**src/assert_macros.svh**
```systemverilog
// assertion macros used by the edf datapath
`ifndef ASSERT_MACROS_SVH
`define ASSERT_MACROS_SVH

// condition holds at every clock edge outside reset
`define ASSERT_ALWAYS(label, clk, rst_n, cond, msg) \
    label: assert property (@(posedge clk) disable iff (!rst_n) (cond)) else $error(msg);

// antecedent implies consequent in the same cycle
`define ASSERT_IMPLIES(label, clk, rst_n, ante, cons, msg) \
    label: assert property (@(posedge clk) disable iff (!rst_n) (ante) |-> (cons)) \
        else $error(msg);

`endif

```
**src/edf_pkg.sv**
```systemverilog
// types and constants of the edf feasibility scheduler
package edf_pkg;

    localparam int MAX_JOBS_DEF = 64;
    localparam int PROC_W       = 16;
    localparam int TIME_W       = 22;
    localparam int WEIGHT_W     = 16;
    localparam int IDX_OUT_W    = 6;
    localparam logic [TIME_W-1:0] TIME_MAX = {TIME_W{1'b1}};

    typedef enum logic [3:0] {
        ST_LOAD,
        ST_FETCH_I,
        ST_LATCH_I,
        ST_SCAN,
        ST_SCAN_DONE,
        ST_PLACE,
        ST_CHK_ORD,
        ST_CHK_ADR,
        ST_CHK_EVAL,
        ST_EMT_ORD,
        ST_EMT_ADR,
        ST_EMT_EVAL,
        ST_FAIL
    } t_state;

    typedef enum logic [1:0] {
        ADDR_I,
        ADDR_J,
        ADDR_ORD
    } t_addr_sel;

    typedef struct packed {
        logic      load;
        logic      rank_init;
        logic      latch_i;
        logic      scan;
        logic      place;
        logic      walk_init;
        logic      chk_step;
        logic      emit_step;
        logic      emit_fail;
        logic      clr_count;
        t_addr_sel addr_sel;
    } t_dp_cmd;

    typedef struct packed {
        logic j_last;
        logic i_last;
        logic k_last;
        logic miss;
        logic out_free;
    } t_dp_sts;

endpackage

```
**src/edf_ctrl.sv**
```systemverilog
// controller state machine of the edf feasibility scheduler
module edf_ctrl (
    input  logic              i_clk,
    input  logic              i_rst_n,
    input  logic              i_in_valid,
    input  logic              i_last_job,
    input  edf_pkg::t_dp_sts  i_sts,
    output edf_pkg::t_dp_cmd  o_cmd,
    output logic              o_in_stall
);

    edf_pkg::t_state r_state, n_state;

    always_ff @(posedge i_clk) begin
        if (!i_rst_n) begin
            r_state <= edf_pkg::ST_LOAD;
        end else begin
            r_state <= n_state;
        end
    end

    always_comb begin
        n_state        = r_state;
        o_cmd          = '0;
        o_cmd.addr_sel = edf_pkg::ADDR_ORD;
        o_in_stall     = 1'b1;
        case (r_state)
            edf_pkg::ST_LOAD: begin
                o_in_stall = 1'b0;
                if (i_in_valid) begin
                    o_cmd.load = 1'b1;
                    if (i_last_job) begin
                        o_cmd.rank_init = 1'b1;
                        n_state         = edf_pkg::ST_FETCH_I;
                    end
                end
            end
            edf_pkg::ST_FETCH_I: begin
                o_cmd.addr_sel = edf_pkg::ADDR_I;
                n_state        = edf_pkg::ST_LATCH_I;
            end
            edf_pkg::ST_LATCH_I: begin
                o_cmd.latch_i = 1'b1;
                n_state       = edf_pkg::ST_SCAN;
            end
            edf_pkg::ST_SCAN: begin
                o_cmd.addr_sel = edf_pkg::ADDR_J;
                o_cmd.scan     = 1'b1;
                if (i_sts.j_last) begin
                    n_state = edf_pkg::ST_SCAN_DONE;
                end
            end
            edf_pkg::ST_SCAN_DONE: begin
                n_state = edf_pkg::ST_PLACE;
            end
            edf_pkg::ST_PLACE: begin
                o_cmd.place = 1'b1;
                if (i_sts.i_last) begin
                    o_cmd.walk_init = 1'b1;
                    n_state         = edf_pkg::ST_CHK_ORD;
                end else begin
                    n_state = edf_pkg::ST_FETCH_I;
                end
            end
            edf_pkg::ST_CHK_ORD: begin
                n_state = edf_pkg::ST_CHK_ADR;
            end
            edf_pkg::ST_CHK_ADR: begin
                n_state = edf_pkg::ST_CHK_EVAL;
            end
            edf_pkg::ST_CHK_EVAL: begin
                if (i_sts.miss) begin
                    n_state = edf_pkg::ST_FAIL;
                end else if (i_sts.k_last) begin
                    o_cmd.walk_init = 1'b1;
                    n_state         = edf_pkg::ST_EMT_ORD;
                end else begin
                    o_cmd.chk_step = 1'b1;
                    n_state        = edf_pkg::ST_CHK_ORD;
                end
            end
            edf_pkg::ST_EMT_ORD: begin
                n_state = edf_pkg::ST_EMT_ADR;
            end
            edf_pkg::ST_EMT_ADR: begin
                n_state = edf_pkg::ST_EMT_EVAL;
            end
            edf_pkg::ST_EMT_EVAL: begin
                if (i_sts.out_free) begin
                    o_cmd.emit_step = 1'b1;
                    if (i_sts.k_last) begin
                        o_cmd.clr_count = 1'b1;
                        n_state         = edf_pkg::ST_LOAD;
                    end else begin
                        n_state = edf_pkg::ST_EMT_ORD;
                    end
                end
            end
            edf_pkg::ST_FAIL: begin
                if (i_sts.out_free) begin
                    o_cmd.emit_fail = 1'b1;
                    o_cmd.clr_count = 1'b1;
                    n_state         = edf_pkg::ST_LOAD;
                end
            end
            default: begin
                n_state = edf_pkg::ST_LOAD;
            end
        endcase
    end

endmodule

```
**config.mk**
```make
export PLATFORM = sky130hd
export DESIGN_NAME = edf_ctrl
export DESIGN_NICKNAME = d
export VERILOG_FILES = /design/src/assert_macros.svh /design/src/edf_pkg.sv /design/src/edf_ctrl.sv
export SDC_FILE = /design/constraint.sdc
export NUM_CORES = 1
export LEC_CHECK = 0
export ABC_AREA = 0
export ABC_CLOCK_PERIOD_IN_PS = 1900
export BUFFER_PORTS_ARGS = -buffer_cell sky130_fd_sc_hd__clkbuf_2
export CAP_MARGIN = 20
export CORE_AREA = 2 2 39 41
export CTS_BUF_LIST = sky130_fd_sc_hd__clkbuf_4
export CTS_CLUSTER_SIZE = 24
export DETAILED_ROUTE_END_ITERATION = 12
export DIE_AREA = 0 0 41 43
export PLACE_DENSITY = 0.65
export SLEW_MARGIN = 20
export SYNTH_ARGS = -nofsm -noshare
export SYNTH_HDL_FRONTEND = slang
export SYNTH_SLANG_ARGS = --single-unit
```
**constraint.sdc**
```tcl
create_clock -name i_clk -period 1.9 [get_ports i_clk]
set_input_delay 0.19 -clock i_clk [delete_from_list [all_inputs] [get_ports i_clk]]
set_output_delay 0.19 -clock i_clk [all_outputs]
set_load 0.01 [all_outputs]
```
Yosys cells after proc, flatten, opt, wreduce, memory -nomap -nowiden. Index checks and enable logic that the tools add are counted.

Input port bits: 9. Output and inout port bits: 13. Logic and storage cells: 50. Flip-flop bits (word level): 4.

Mux-type cells: 30. Reductions and logical operators: 2. Equal/unequal tests: 17.

Operator list (number): 4-bit case mux with 13 select lines (1); 4-bit two-way mux (8); 4-bit equality test (second input constant) (5); 4-bit by 3-bit equality test with 1-bit output (second input constant) (4); 1-bit two-way mux (13); 2-bit inequality test (second input constant) (5); 4-bit by 2-bit equality test with 1-bit output (second input constant) (2); 2-bit two-way mux (4); 5-bit AND reduction (1); 4-bit by 1-bit equality test with 1-bit output (second input constant) (1); 4-bit zero test (1); 1-bit case mux with 2 select lines (2); 2-bit case mux with 2 select lines (1); 3-bit two-way mux (1).

Logic depth before layout (Yosys ltp).
Depth after elaboration: 3. Gate-level depth with buffers: 6. Depth with buffers taken out: 5.

Worst setup path before layout. Ideal clock, no wire load.

Path kind: reg-to-output. Start: register r_state[0]. End: output port o_cmd[2] in the netlist's numbering. Data required time: 1710 ps. Arrival: 1304 ps. Path buffers: 2. Stages on the path, launching flop included: 5. Setup slack: 406 ps. Path through: dfxtp_1 -> buf_2 -> buf_2 -> nor4_1 -> a21o_1.

RTL lines: start, declared (RTL line edf_ctrl.sv:12) `edf_pkg::t_state r_state, n_state;`; start signal, assigned (RTL line edf_ctrl.sv:16) `r_state <= edf_pkg::ST_LOAD;`; start signal, assigned (RTL line edf_ctrl.sv:18) `r_state <= n_state;`; end, declared (RTL line edf_ctrl.sv:8) `output edf_pkg::t_dp_cmd o_cmd,`.

==> out/qor.csv <==
stage,metric,value,unit
detailed_routing,drt-initial-drc-count,13,
min_path,timing.hold.worst.start,i_rst_n,
synth,netlist_instances,69,
floorplanning,floorplan.io_pins,22,
job,timing.max_cap.violations,0,
power_and_ir_drop,cellLeakagePower,0.270,nW
critical_path,worstPathCellList,inv_2 > nor4_1 > a21o_1 > clkbuf_2,
power_and_ir_drop,irDropWorstVdd,0.885,mV
critical_path,timing.critical_path.depth,4,
sta,final.period_utilization,91.9,%
cts,clock_tree.buffer_depth,2,
floorplanning,starting_utilization_of_the_core_area,35.6,%
cts,clk_latency,0.24,ns
sta,worst_slew_pin_slew,0.502,ns
critical_path,timing.critical_path.fanout_max,10,
synth,synthDistinctLibCells,36,
power_and_ir_drop,cellPowerDensity,1220,mW/mm²
sta,final_hold_viol_count,0,
floorplanning,die_h,43,µm
placement,place.port_buffers,21,
detailed_routing,first_pass_iters,4,
finish,reg_top3,r_state x4,
finish,syn_to_final_growth,26.9,%
finish,final_cell_mix,"clkbuf_2, nor2_1, a21oi_1, nor3_1, nand2_1",
critical_path,cp_top_family,flip-flops,
sta,fin_setup_tns,0,ns
synth,synth.area.top_cells,"dfxtp_1, a21oi_1, nor2_1, nor3_1, and2_1",
cts,htreeDepth,1,
synth,synth_top_area_cell,dfxtp_1,
finish,largest_register_ffs,4,
synth,synth.ff_latch_count,4,
synth,synth_top_area_share,16.2,%
cts,tritoncts_num_sinks,4,
critical_path,path_buf_inv,2,
cts,cts-buffers-inserted,3,
cts,tritoncts,yes,
critical_path,cp_slowest_stage_delay,0.54,ns
critical_path,cp-start-kind,register,
floorplanning,width_of_the_die,41,µm
finish,insertedDiodeCount,0,
global_routing,grt_start_max_net_pins,18,
sta,fin_crit,1.75,ns
placement,routabilityCongestion,0.829,
synth,synth-seq-area-share,16.2,%
critical_path,rr_worst_depth,4,
global_routing,first_global_vias,451,
sta,rsz0062_at_grt,false,
global_routing,globalRoute.totalOverflow,0,
cts,root_buffer,clkbuf_4,
finish,layout_fillers,156,
min_path,worstHoldPathType,input pin to register,
global_routing,groute.usage.overall,15.3,%
global_routing,global_route_wire_length_before_repair,1880,µm
sta,setup_violations,0,
finish,layout_commonest_cell,clkbuf_2,
sta,timing.max_slew.rel_slack,66.5,%
finish,post_layout_nonfiller_instances,105,
detailed_routing,routed_wl,1250,µm
detailed_routing,post_drt_wl_per_cell,11.9,µm
synth,yosys_warnings,0,
critical_path,timing.critical_path.to_type,output port,
synth,synth_area_per_cell,7.14,µm²
critical_path,path_class,register to output port,
detailed_routing,total_number_of_vias,577,
placement,post-dp-hpwl,920,µm
sta,timing.clock.skew,0.00894,ns
placement,placed_cells,102,
min_path,min_path_cells,3,
critical_path,timing.rr.start,r_state[0]$_SDFFE_PN0P_,
detailed_routing,antenna_left,0,
critical_path,worst_setup_path_startpoint,r_state[3]$_SDFFE_PN0P_,
floorplanning,floorplan.core_area,0.00138,mm²
finish,largest-register,r_state,
critical_path,worst_ep_arrival_time,1.56,ns
floorplanning,std_cell_rows,14,
critical_path,critPathRequiredTime,1.71,ns
synth,post_synth_instance_area,493,µm²
detailed_routing,drc,0,
sta,max_freq,0.572,GHz
global_routing,number_of_antenna_violations_at_the_first_check_in_global_routing,0,
cts,clk_pin_slew,0.04,ns
synth,synthesis.nets,78,
run_status,run_status,"finished, final reports clean",
critical_path,critical_path.slowest_cell,dfxtp_1,
finish,fraction_of_layout_cells_with_a_size_suffix_above_1,39.3,%
detailed_routing,detail_route.vias_per_cell,5.50,
floorplanning,dieArea,0.00176,mm²
finish,num-nets-final,100,
sta,max_slew_violation_count,0,
worst reg2reg max path: cells and delay by family, from the launching register on:
kind / cells / cell delay (ns)
compound gates: 3 / 0.72
flops: 1 / 0.62
simple gates: 1 / 0.12
worst paths after layout:
path         slack, ns                 endpoint
max               0.15                 o_cmd[2]
min               0.22  r_state[3]$_SDFFE_PN0P_
max reg2reg       0.32  r_state[2]$_SDFFE_PN0P_
min reg2reg       0.69  r_state[2]$_SDFFE_PN0P_
layout make-up:
type	count	area (µm²)	share of cell area, %
well taps	16	20.0	3.20
repair buffers	22	113	18.0
multi-input cells	56	373	59.6
clock buffers	3	22.5	3.60
flip-flops and latches	4	82.6	13.2
inverters	4	15.0	2.40
cells in the mapped netlist:
| cell type | instances |
|---|---|
| o32ai_1 | 1 |
| nor4_2 | 1 |
| a211oi_1 | 1 |
| o2111ai_1 | 1 |
| o311ai_0 | 1 |
| a21oi_1 | 6 |
| nor2b_1 | 2 |
| a32oi_1 | 1 |
| o211ai_2 | 1 |
| or2_2 | 1 |
| nand3_1 | 2 |
| o31a_1 | 1 |
| nand3b_1 | 1 |
| a21o_1 | 2 |
| nand2b_4 | 1 |
| o21ai_0 | 3 |
| buf_2 | 3 |
| inv_1 | 2 |
| nor2_1 | 6 |
| nand2_1 | 4 |
| a21bo_1 | 1 |
| and3b_1 | 1 |
| dfxtp_1 | 4 |
| clkbuf_1 | 1 |
| buf_6 | 1 |
| a221o_1 | 1 |
| nor3_1 | 4 |
| and2_1 | 3 |
| nor4b_1 | 1 |
| nand2b_1 | 3 |
| o32a_2 | 1 |
| nor4_1 | 1 |
| or4b_1 | 1 |
| inv_2 | 2 |
| nor3b_1 | 2 |
| nand4_1 | 1 |
through the flow:
stage	total power, mW	util (%)	instance area [µm²]	setup slack [ns]	hold WS (ns)
2_1_floorplan	0.525	-	493	0.406	0.351
3_3_place_gp	0.648	43.0	596	0.263	0.469
3_5_place_dp	0.654	43.0	596	0.227	0.465
4_1_cts	0.762	44.7	618	0.0601	0.212
5_1_grt	0.849	45.2	626	0.00771	0.217
6_report	0.763	45.2	626	0.153	0.222
cells by family (layout without fill, tap and decap cells):
family,count (synthesis),in the layout,synth area share (%)
AOI/OAI and AO/OA,21,21,31.5
and+or+nand+nor,35,35,43.1
buffers and inverters,9,29,9.14
DFF,4,4,16.2
layer usage:
metal | track usage (%) | vias up | routed length (µm)
met4 | 3.33 | 0 | 0
met5 | 0 | - | 0
met2 | 22.8 | 21 | 582
li1 | - | 299 | -
met1 | 19.2 | 257 | 587
met3 | 7.85 | 0 | 81
timing repair:
item                       CTS  global route
buffers inserted             0             0
resized for setup            0             3
hold buffers                 0             0
setup endpoints to repair    0             3
power breakdown:
group          switching, mW  internal, mW  leakage (nW)
logic                  0.230         0.217         0.222
clock network         0.0353        0.0706        0.0138
registers             0.0963         0.114        0.0336
Note: power is estimated with default switching activity, not from simulation.
